$ cat src/rbp_pkg.sv
// rbp_pkg: shared types, constants and helpers for the rice bit packer
// used by rbp_front, rbp_back and the top level; no dependencies
`default_nettype none

package rbp_pkg;

   // fixed field widths
   localparam int OPCODE_W = 2;
   localparam int VALUE_W  = 32;
   localparam int COUNT_W  = 6;
   localparam int BYTE_W   = 8;
   // room for a unary run up to 1024 zeros and a pending bit total up to 1057
   localparam int ZEROS_W  = 11;
   localparam int REM_W    = 11;

   localparam logic [OPCODE_W-1:0] OP_RAW   = 2'd0;
   localparam logic [OPCODE_W-1:0] OP_UNARY = 2'd1;
   localparam logic [OPCODE_W-1:0] OP_RICE  = 2'd2;
   localparam logic [OPCODE_W-1:0] OP_CLOSE = 2'd3;

   typedef enum logic [1:0] {
      CMD_DATA,
      CMD_CLOSE,
      CMD_ERROR
   } cmd_kind_type;

   typedef struct packed {
      cmd_kind_type         kind;
      logic [ZEROS_W-1:0]   zeros;
      logic                 one_bit;
      logic [COUNT_W-1:0]   raw_left;
      logic [VALUE_W-1:0]   raw_bits;
   } cmd_type;

   typedef struct packed {
      logic [BYTE_W-1:0] out_byte;
      logic              error;
      logic              last;
   } rsp_type;

   function automatic logic [BYTE_W-1:0] mirror_byte(input logic [BYTE_W-1:0] b);
      logic [BYTE_W-1:0] r;
      for (int i = 0; i < BYTE_W; i++) begin
         r[i] = b[BYTE_W-1-i];
      end
      return r;
   endfunction

endpackage

`default_nettype wire

$ cat src/rbp_fifo.sv
// rbp_fifo: small register queue, used between front and back and on the result side
// no package dependencies
`default_nettype none

module rbp_fifo #(
   parameter int WIDTH = 8,
   parameter int DEPTH = 2
) (
   input  wire logic             clock,
   input  wire logic             reset,
   input  wire logic             push,
   input  wire logic [WIDTH-1:0] wr_data,
   output logic                  full,
   input  wire logic             pop,
   output logic [WIDTH-1:0]      rd_data,
   output logic                  empty
);
   localparam int PTR_W = (DEPTH > 1) ? $clog2(DEPTH) : 1;
   localparam int CNT_W = $clog2(DEPTH + 1);

   logic [WIDTH-1:0] mem_ff [DEPTH];
   logic [PTR_W-1:0] wr_ptr_ff, wr_ptr_in;
   logic [PTR_W-1:0] rd_ptr_ff, rd_ptr_in;
   logic [CNT_W-1:0] count_ff, count_in;
   logic             do_push, do_pop;

   assign full    = (count_ff == CNT_W'(DEPTH));
   assign empty   = (count_ff == '0);
   assign do_push = push && !full;
   assign do_pop  = pop && !empty;
   assign rd_data = mem_ff[rd_ptr_ff];

   always_comb begin
      wr_ptr_in = wr_ptr_ff;
      rd_ptr_in = rd_ptr_ff;
      count_in  = count_ff;
      if (do_push) begin
         wr_ptr_in = (wr_ptr_ff == PTR_W'(DEPTH - 1)) ? '0 : wr_ptr_ff + 1'b1;
      end
      if (do_pop) begin
         rd_ptr_in = (rd_ptr_ff == PTR_W'(DEPTH - 1)) ? '0 : rd_ptr_ff + 1'b1;
      end
      if (do_push && !do_pop) begin
         count_in = count_ff + 1'b1;
      end else if (do_pop && !do_push) begin
         count_in = count_ff - 1'b1;
      end
   end

   always_ff @(posedge clock) begin
      if (reset) begin
         wr_ptr_ff <= '0;
         rd_ptr_ff <= '0;
         count_ff  <= '0;
      end else begin
         wr_ptr_ff <= wr_ptr_in;
         rd_ptr_ff <= rd_ptr_in;
         count_ff  <= count_in;
      end
   end

   always_ff @(posedge clock) begin
      if (do_push) begin
         mem_ff[wr_ptr_ff] <= wr_data;
      end
   end

endmodule

`default_nettype wire

$ cat src/rbp_front.sv
// rbp_front: classifies an incoming transaction into a bit-writing command
// depends on rbp_pkg
`default_nettype none

module rbp_front
   import rbp_pkg::*;
#(
   parameter int MAX_QUOTIENT = 32,
   parameter int MAX_BITS     = 32
) (
   input  wire logic [OPCODE_W-1:0] opcode,
   input  wire logic [VALUE_W-1:0]  value,
   input  wire logic [COUNT_W-1:0]  count,
   output cmd_type                  cmd
);
   logic [COUNT_W-1:0] n;
   logic [VALUE_W-1:0] quot;
   logic               unary_long;
   logic               rice_long;

   // raw count and rice k saturate at MAX_BITS
   assign n          = (count > COUNT_W'(MAX_BITS)) ? COUNT_W'(MAX_BITS) : count;
   assign quot       = (n >= COUNT_W'(VALUE_W)) ? '0 : (value >> n);
   assign unary_long = (value > VALUE_W'(MAX_QUOTIENT));
   assign rice_long  = (quot > VALUE_W'(MAX_QUOTIENT));

   always_comb begin
      cmd.kind     = CMD_DATA;
      cmd.zeros    = '0;
      cmd.one_bit  = 1'b0;
      cmd.raw_left = '0;
      cmd.raw_bits = value;
      case (opcode)
         OP_RAW: begin
            cmd.raw_left = n;
         end
         OP_UNARY: begin
            if (unary_long) begin
               cmd.kind = CMD_ERROR;
            end else begin
               cmd.zeros   = ZEROS_W'(value);
               cmd.one_bit = 1'b1;
            end
         end
         OP_RICE: begin
            if (rice_long) begin
               cmd.kind = CMD_ERROR;
            end else begin
               cmd.zeros    = ZEROS_W'(quot);
               cmd.one_bit  = 1'b1;
               cmd.raw_left = n;
            end
         end
         OP_CLOSE: begin
            cmd.kind = CMD_CLOSE;
         end
         default: begin
            cmd.kind = CMD_CLOSE;
         end
      endcase
   end

endmodule

`default_nettype wire

$ cat src/rbp_back.sv
// rbp_back: executes commands into the one-byte packing register and emits bytes
// depends on rbp_pkg
`default_nettype none

module rbp_back
   import rbp_pkg::*;
(
   input  wire logic    clock,
   input  wire logic    reset,
   input  wire logic    reverse,
   input  wire cmd_type cmd,
   input  wire logic    cmd_valid,
   output logic         cmd_pop,
   output rsp_type      rsp,
   output logic         rsp_push,
   input  wire logic    rsp_full
);
   typedef enum logic {ST_IDLE, ST_RUN} state_type;

   state_type          state_ff, state_in;
   cmd_kind_type       kind_ff, kind_in;
   logic [ZEROS_W-1:0] zeros_ff, zeros_in;
   logic               one_ff, one_in;
   logic [COUNT_W-1:0] raw_left_ff, raw_left_in;
   logic [VALUE_W-1:0] raw_bits_ff, raw_bits_in;
   logic [REM_W-1:0]   rem_ff, rem_in;
   logic [BYTE_W-1:0]  pending_ff, pending_in;
   logic [2:0]         pos_ff, pos_in;

   logic [3:0]         free;
   logic [3:0]         take;
   logic [3:0]         new_pos;
   logic [BYTE_W-1:0]  raw_mask;
   logic [BYTE_W-1:0]  merged;
   logic [REM_W-1:0]   rem_after;

   assign free      = 4'd8 - {1'b0, pos_ff};
   assign raw_mask  = BYTE_W'((9'd1 << take) - 9'd1);
   assign new_pos   = {1'b0, pos_ff} + take;
   assign rem_after = rem_ff - REM_W'(take);

   // one source per cycle: unary zeros, then the terminating one, then raw bits
   always_comb begin
      if (zeros_ff != '0) begin
         take   = (zeros_ff < ZEROS_W'(free)) ? zeros_ff[3:0] : free;
         merged = pending_ff;
      end else if (one_ff) begin
         take   = 4'd1;
         merged = pending_ff | (BYTE_W'(1) << pos_ff);
      end else begin
         take   = (raw_left_ff < COUNT_W'(free)) ? raw_left_ff[3:0] : free;
         merged = pending_ff | ((raw_bits_ff[BYTE_W-1:0] & raw_mask) << pos_ff);
      end
   end

   always_comb begin
      state_in    = state_ff;
      kind_in     = kind_ff;
      zeros_in    = zeros_ff;
      one_in      = one_ff;
      raw_left_in = raw_left_ff;
      raw_bits_in = raw_bits_ff;
      rem_in      = rem_ff;
      pending_in  = pending_ff;
      pos_in      = pos_ff;
      cmd_pop     = 1'b0;
      rsp_push    = 1'b0;
      rsp         = '0;
      case (state_ff)
         ST_IDLE: begin
            if (cmd_valid) begin
               cmd_pop     = 1'b1;
               kind_in     = cmd.kind;
               zeros_in    = cmd.zeros;
               one_in      = cmd.one_bit;
               raw_left_in = cmd.raw_left;
               raw_bits_in = cmd.raw_bits;
               rem_in      = cmd.zeros + REM_W'(cmd.one_bit) + REM_W'(cmd.raw_left);
               state_in    = ST_RUN;
            end
         end
         ST_RUN: begin
            case (kind_ff)
               CMD_ERROR: begin
                  if (!rsp_full) begin
                     rsp_push  = 1'b1;
                     rsp.error = 1'b1;
                     rsp.last  = 1'b1;
                     state_in  = ST_IDLE;
                  end
               end
               CMD_CLOSE: begin
                  if (pos_ff == '0) begin
                     state_in = ST_IDLE;
                  end else if (!rsp_full) begin
                     rsp_push     = 1'b1;
                     rsp.out_byte = reverse ? mirror_byte(pending_ff) : pending_ff;
                     rsp.last     = 1'b1;
                     pending_in   = '0;
                     pos_in       = '0;
                     state_in     = ST_IDLE;
                  end
               end
               CMD_DATA: begin
                  if (rem_ff == '0) begin
                     state_in = ST_IDLE;
                  end else if (!(new_pos[3] && rsp_full)) begin
                     if (zeros_ff != '0) begin
                        zeros_in = zeros_ff - ZEROS_W'(take);
                     end else if (one_ff) begin
                        one_in = 1'b0;
                     end else begin
                        raw_left_in = raw_left_ff - COUNT_W'(take);
                        raw_bits_in = raw_bits_ff >> take;
                     end
                     rem_in = rem_after;
                     if (new_pos[3]) begin
                        rsp_push     = 1'b1;
                        rsp.out_byte = reverse ? mirror_byte(merged) : merged;
                        // no further byte can complete from what is left
                        rsp.last     = (rem_after < REM_W'(BYTE_W));
                        pending_in   = '0;
                        pos_in       = '0;
                     end else begin
                        pending_in = merged;
                        pos_in     = new_pos[2:0];
                     end
                  end
               end
               default: begin
                  state_in = ST_IDLE;
               end
            endcase
         end
         default: begin
            state_in = ST_IDLE;
         end
      endcase
   end

   always_ff @(posedge clock) begin
      if (reset) begin
         state_ff   <= ST_IDLE;
         pending_ff <= '0;
         pos_ff     <= '0;
      end else begin
         state_ff   <= state_in;
         pending_ff <= pending_in;
         pos_ff     <= pos_in;
      end
      kind_ff     <= kind_in;
      zeros_ff    <= zeros_in;
      one_ff      <= one_in;
      raw_left_ff <= raw_left_in;
      raw_bits_ff <= raw_bits_in;
      rem_ff      <= rem_in;
   end

endmodule

`default_nettype wire

$ cat src/lsb_first_rice_bit_packer_top.sv
// lsb_first_rice_bit_packer_top: LSB-first bit packer with unary and rice codes
// instantiates rbp_front, rbp_fifo, rbp_back; depends on rbp_pkg
//
// Input side is a queue: a transaction (opcode, value, count) enters when req_push
// is high and req_full low. Results are read as a queue: while rsp_empty is low the
// oldest byte is on rsp_out_byte/rsp_error/rsp_last and leaves on rsp_pop.
// The front classifies each transaction into a command (raw bits, unary+raw run,
// close, or overflow error) and queues it in a 2-entry command queue; the back
// drains commands into a one-byte packing register and a 2-entry result queue.
// With the back idle, the first byte of a transaction passes from the command queue
// through the back's command and packing registers into the result queue.
// The back loads a command, then handles one chunk per step (a chunk is
// at most the free bits of the packing register, from one of: unary zeros, the
// terminating one, raw bits), and then retires it; close and error take a load and
// one step. The byte output rate tops out at one per cycle while the result queue
// has room; the back loop sets this limit. csr_ready is always high; the user must
// write reverse_output_bits only while idle, which the block itself does not enforce.
// Synchronous reset empties both queues, clears the packer and the register.
// When the receiver stalls, the result queue fills, the back holds, and then the
// command queue fills and req_full rises.
`default_nettype none

module lsb_first_rice_bit_packer_top
   import rbp_pkg::*;
#(
   parameter int MAX_QUOTIENT = 32,
   parameter int MAX_BITS     = 32
) (
   input  wire logic                clock,
   input  wire logic                reset,
   input  wire logic                req_push,
   output logic                     req_full,
   input  wire logic [OPCODE_W-1:0] req_opcode,
   input  wire logic [VALUE_W-1:0]  req_value,
   input  wire logic [COUNT_W-1:0]  req_count,
   output logic                     rsp_empty,
   input  wire logic                rsp_pop,
   output logic [BYTE_W-1:0]        rsp_out_byte,
   output logic                     rsp_error,
   output logic                     rsp_last,
   input  wire logic                csr_valid,
   output logic                     csr_ready,
   input  wire logic                csr_reverse_output_bits
);
   logic    reverse_ff;
   cmd_type front_cmd;
   cmd_type back_cmd;
   logic    cmd_empty;
   logic    cmd_pop;
   rsp_type back_rsp;
   rsp_type head_rsp;
   logic    rsp_push;
   logic    rsp_full;

   assign csr_ready = 1'b1;

   always_ff @(posedge clock) begin
      if (reset) begin
         reverse_ff <= 1'b0;
      end else if (csr_valid && csr_ready) begin
         reverse_ff <= csr_reverse_output_bits;
      end
   end

   rbp_front #(
      .MAX_QUOTIENT(MAX_QUOTIENT),
      .MAX_BITS    (MAX_BITS)
   ) u_front (
      .opcode(req_opcode),
      .value (req_value),
      .count (req_count),
      .cmd   (front_cmd)
   );

   rbp_fifo #(
      .WIDTH($bits(cmd_type)),
      .DEPTH(2)
   ) u_cmd_q (
      .clock  (clock),
      .reset  (reset),
      .push   (req_push),
      .wr_data(front_cmd),
      .full   (req_full),
      .pop    (cmd_pop),
      .rd_data(back_cmd),
      .empty  (cmd_empty)
   );

   rbp_back u_back (
      .clock    (clock),
      .reset    (reset),
      .reverse  (reverse_ff),
      .cmd      (back_cmd),
      .cmd_valid(!cmd_empty),
      .cmd_pop  (cmd_pop),
      .rsp      (back_rsp),
      .rsp_push (rsp_push),
      .rsp_full (rsp_full)
   );

   rbp_fifo #(
      .WIDTH($bits(rsp_type)),
      .DEPTH(2)
   ) u_rsp_q (
      .clock  (clock),
      .reset  (reset),
      .push   (rsp_push),
      .wr_data(back_rsp),
      .full   (rsp_full),
      .pop    (rsp_pop),
      .rd_data(head_rsp),
      .empty  (rsp_empty)
   );

   assign rsp_out_byte = head_rsp.out_byte;
   assign rsp_error    = head_rsp.error;
   assign rsp_last     = head_rsp.last;

endmodule

`default_nettype wire

$ cat config.mk
export PLATFORM = sky130hd
export DESIGN_NAME = lsb_first_rice_bit_packer_top
export DESIGN_NICKNAME = d
export VERILOG_FILES = /design/src/rbp_pkg.sv /design/src/rbp_fifo.sv /design/src/rbp_front.sv /design/src/rbp_back.sv /design/src/lsb_first_rice_bit_packer_top.sv
export SDC_FILE = /design/constraint.sdc
export NUM_CORES = 1
export LEC_CHECK = 0
export BUFFER_PORTS_ARGS = -buffer_cell sky130_fd_sc_hd__buf_2
export CORE_UTILIZATION = 30
export DETAILED_ROUTE_END_ITERATION = 16
export GPL_ROUTABILITY_DRIVEN = 0
export PLACE_DENSITY = 0.51
export SYNTH_ARGS = -nofsm -noshare
export SYNTH_HDL_FRONTEND = slang
export SYNTH_SLANG_ARGS = --single-unit
$ cat constraint.sdc
create_clock -name clock -period 23.9 [get_ports clock]
set_clock_uncertainty 0.15 [all_clocks]
set_input_delay 4.78 -clock clock [delete_from_list [all_inputs] [get_ports clock]]
set_output_delay 4.78 -clock clock [all_outputs]
set_load 0.01 [all_outputs]
* After elaboration in Yosys (flattened, before gate mapping)
Memory sizes are Yosys's and may differ from the RTL's. A register that Yosys moved wholly into a read port is not among the register bits. Cells that the tools add are included.
Operators by class: bitwise logic cells 5, equal/unequal tests 18, $lt $le $gt $ge 7, add/subtract/negate cells 16, reductions and logical operators 33, shift operators 5, mux-type cells 103
Operator list (count):
- $mux W32 | 7
- $mux W8 | 14
- $mux W11 | 9
- $gt A32 B6 Y1 const B | 2
- $pmux W32 S2 | 1
- $pmux W11 S2 | 2
- $mux W6 | 7
- $mux W1 | 32
- $pmux W8 S2 | 2
- $shr A32 B4 Y32 | 1
- $shr A32 B6 Y32 | 1
- $pmux W12 S2 | 1
- $pmux W6 S2 | 2
- $ne A2 B2 Y1 const B | 11
- $sub A11 B4 Y11 | 2
- $mux W18 | 1
- $mux W4 | 4
- $or A8 B8 Y8 | 2
- $mux W3 | 5
- $mux W2 | 7
- $mux W12 | 1
- $reduce_and A6 Y1 | 2
- $add A11 B1 Y11 | 1
- $add A11 B6 Y11 | 1
- other kinds (34) | 69
Storage, ports and cells: flip-flop bits (word level) 84, bits in writable memories 124, output and inout bits 13, logic and storage cells 205, memories 2
Memory list:
- u_cmd_q.mem_ff | depth 2, width 52, rd ports 1, clocked after memory_dff 1, write ports 1, line rbp_fifo.sv:21 | logic [WIDTH-1:0] mem_ff [DEPTH];
- u_rsp_q.mem_ff | depth 2, width 10, rd ports 1, clocked after memory_dff 1, write ports 1, line rbp_fifo.sv:21

* Logic depth before layout (Yosys ltp)
depth after elaboration 18, mapped depth 24, gate-level depth less buffers 21

* Modules after synthesis
A second synthesis with hierarchy kept.
Unflattened totals: cell total of the unflattened synthesis 1455, area, all modules 15243.4 sq um
By module, submodules not included:
- rbp_back | times used 1, area an instance 6947.9 sq um, cells an instance 744
- rbp_fifo at u_cmd_q | times used 1, area an instance 3956.3 sq um, cells an instance 187
- rbp_front | times used 1, area an instance 3354.5 sq um, cells an instance 462
- rbp_fifo at u_rsp_q | times used 1, area an instance 935.9 sq um, cells an instance 56
- lsb_first_rice_bit_packer_top | times used 1, area an instance 48.8 sq um, cells an instance 6

* Least setup slack after synthesis
Ideal clock, no wire load.
path kind register -> register, from reg u_back.pos_ff[0], to reg u_back.raw_bits_ff[0] (enable), path buffers 3, slack 16206 ps, arrival time 7241 ps, setup time 303 ps, data required time 23447 ps, cell stages (with the launch flop) 22, cell sequence dfxtp_1 buf_1 inv_1 ha_1 ha_1 and2b_1 a2111oi_4 o21a_1 mux2_2 or2_1 buf_2 buf_6 inv_1 ha_1 a21o_1 a21oi_1 inv_1 a21oi_1 or2_2 and2_1 o31ai_1 o21a_1
Between the ends: word-level cells in the longest chain between the ends 9
Ends and longest elaborated chain:
- from (decl) | line rbp_back.sv:28 | logic [2:0] pos_ff, pos_in;
- from (signal assigned) | line rbp_back.sv:149 | pos_ff <= pos_in;
- $sub A4 B3 Y4 | line rbp_back.sv:37 | assign free = 4'd8 - {1'b0, pos_ff};
- $lt A6 B4 Y1 | line rbp_back.sv:51 | take = (raw_left_ff < COUNT_W'(free)) ? raw_left_ff[3:0] : free;
- $mux W4 | line rbp_back.sv:51
- $mux W4 | line rbp_back.sv:47 | end else if (one_ff) begin
- $mux W4 | line rbp_back.sv:44 | if (zeros_ff != '0) begin
- $add A3 B4 Y4 * | line rbp_back.sv:39 | assign new_pos = {1'b0, pos_ff} + take;
- $logic_and A1 B1 Y1 * | line rbp_back.sv:107 | end else if (!(new_pos[3] && rsp_full)) begin
- $ne A2 B2 Y1 (no source line) *
- $reduce_and A6 Y1 (no source line) *
- to (signal assigned) | line rbp_back.sv:155 | raw_bits_ff <= raw_bits_in;
- to (decl) | line rbp_back.sv:25 | logic [VALUE_W-1:0] raw_bits_ff, raw_bits_in;
Mark *: on every way between the ends. The rest lies on a longest branch, timed or not. A chain may end at the register's enable or synchronous reset.

==> run metrics <==
final number of setup-violating endpoints=0; status=finished, final reports clean; critical path launch point type=input pin; setup TNS=0 ns; Final Core Density=33.92%; die area=0.04801 mm^2; core box area=0.04656 mm^2; CTS sink count=210; nets@finish=1399; max-slew violations=0; GRT Total Usage=15.98%; post-route setup slack=15.82 ns; # Post-CTS Setup Buffers=0; Wirelength per Cell=19.66 um; Clock Latency Late Sink=0.53 ns; final WL=38.27 mm; Synth cell types=87; vias in the first global route=10680; Slew @ Worst Pin=1.025 ns; hpwl dp=26.82 mm; Via Count=10520; I/O pins=59; RSZ-0062 raised after global routing=no; Initial DRT Pass Iterations=5; Max-slew headroom=31.57%; Hold Buf Count CTS=0; final hold vios=0; min-delay worst type=reg -> reg; yosys warns=0; Synth Area per Inst=10.83 um^2; largest net degree at the start of global routing=64; CTS Buf Count=25; LEAKAGE=5.864 nW; GRT overflow=0; share of cells above drive strength 1=17.09%; first-pass GRT wire length=60.44 mm; Area growth, synth to finish=11.68%; Max clock buf depth=3; crit path DAT=8.33 ns; drt via density=5.402; Post-synth ARST share=0%; most frequent cells in the layout=edfxtp_1, mux2i_1, nor2_1; row cnt=79; R2R cell count=17; Yosys reg bits=210; DRC=0; most common cell after layout, fill and taps aside=edfxtp_1; TritonCTS clock tree=done; setup slack at placement=15.31 ns; hold path cells=2; fmax=123.7 MHz; Seq/Total Area, Yosys=42.97%; Data required, critical path=24.15 ns; die width=219.1 um; CTS clk-pin slew, worst paths=0.06 ns; Cell Pwr Density=101.3 mW/mm^2; Synth Flop Type=edfxtp_1; Reg2Reg Setup Slack=16.90 ns; Final ANT Viol Nets=0; Initial Util=30.37%; Mapped Cells=1306; initial antenna violation count=0; Post-CTS Resized=0; Period minus WS final=8.082 ns; Worst VDD drop=0.04788 mV; port buffer count=57; DR iter-0 viols=714; Post-synth EDFFs=187; Vert. Die Dim=219.1 um; Synth Cell Area=0.01414 mm^2; H-tree levels=1; diodes inserted=0; max cap viols=0; crit path kind=in -> reg; Root Buffer=clkbuf_16; Setup crit end kind=register; period utilization=33.82%; worst-path maximum fanout=30
==> sequential cells by signal, indices dropped and copies added, names as in the netlist, 3 cells and up, named ones only <==
register	flops
u_rsp_q.mem_ff	20
u_back.pending_ff	8
u_cmd_q.mem_ff	104
u_back.rem_ff	11
u_back.pos_ff	3
u_back.raw_left_ff	6
u_back.zeros_ff	11
u_back.raw_bits_ff	32
==> where the power goes <==
part	total (W)	internal (W)	switching, W	leakage, nW
combinational	0.000581	0.000236	0.000345	3.51
clock	0.000380	0.000230	0.000150	0.399
sequential	0.000638	0.000546	0.0000919	1.95
total	0.00160	0.00101	0.000587	5.86
==> path summary, 6_finish.rpt <==
path	from	endpoint
setup / recovery	req_count[5]	u_cmd_q.mem_ff[1][43]
hold / removal	u_back.pending_ff[7]	u_back.pending_ff[7]
setup reg to reg	u_back.pos_ff[0]	u_rsp_q.mem_ff[0][0]
hold reg to reg	u_back.pending_ff[7]	u_back.pending_ff[7]
==> worst max-delay path, cell delays in order <==
cell and delay, ns:
buf_2 0.35, nand2b_2 0.54, buf_4 0.48, mux4_2 0.58, nor4_1 0.32, a221o_1 0.21, o31ai_1 0.10, nor4b_1 0.64
nor2b_1 0.22, a21o_1 0.11
==> cells by family after synthesis <==
family / after synthesis / share of synthesized area (%)
AO/OA/AOI/OAI: 293 / 14.10
XOR/XNOR: 49 / 3.035
adder cells (fa/ha/maj): 38 / 3.415
buffers and inverters: 136 / 3.982
flip-flops: 210 / 42.97
multiplexers: 232 / 19.40
other: 2 / 0.05311
AND/OR/NAND/NOR: 346 / 13.05
==> synth_stat cells, types with 8 or more instances <==
cell type / instances / area (um^2)
nor2b_1: 35 / 219.0
nor2_1: 91 / 341.6
inv_1: 41 / 153.9
xor2_1: 19 / 166.4
mux2_2: 57 / 641.9
a211oi_1: 33 / 247.7
o21ai_0: 51 / 255.2
nand2b_1: 16 / 100.1
buf_1: 13 / 48.80
xnor2_1: 30 / 262.8
a21o_1: 8 / 60.06
and3_1: 11 / 68.82
a31oi_1: 8 / 50.05
o211ai_1: 17 / 127.6
a221oi_1: 9 / 78.83
o31ai_1: 10 / 75.07
buf_2: 21 / 105.1
edfxtp_1: 187 / 5615
dfxtp_1: 23 / 460.4
a21oi_1: 78 / 390.4
nor3_1: 24 / 120.1
mux4_2: 28 / 630.6
nand2_1: 72 / 270.3
ha_1: 28 / 350.3
and2_1: 13 / 81.33
clkbuf_1: 53 / 198.9
nand3_1: 19 / 95.09
nor4_1: 12 / 75.07
mux2i_1: 147 / 1471
==> stage by stage <==
step                hold slack (ns)  area (um^2)  power (W)  instances
finish                       0.3356        15790   0.001599       1947
global route                 0.3788        15790   0.001702       1947
CTS                          0.3347        15790   0.001618       1947
detailed placement           0.3263        14970   0.001229       1902
global placement             0.3201        14970   0.001222       1902
floorplan                    0.3042        14170   0.001052       1315
==> metal layers <==
layer	vias up	GRT usage (%)	routed length, um
met5	-	0	0
met4	0	4.352	807
met3	70	2.051	1983
met2	319	27.27	18380
met1	5117	21.15	17110
li1	5011	-	-
==> area by class of cell <==
type	count	area, um^2
multi-input cells	969	7564
clock inverters	16	165.2
fillers	4655	30760
clock buffers	29	660.6
well taps	607	759.5
repair buffers	72	397.9
inverters	44	165.2
flip-flops and latches	210	6081
(Power assumes the default switching activity.)
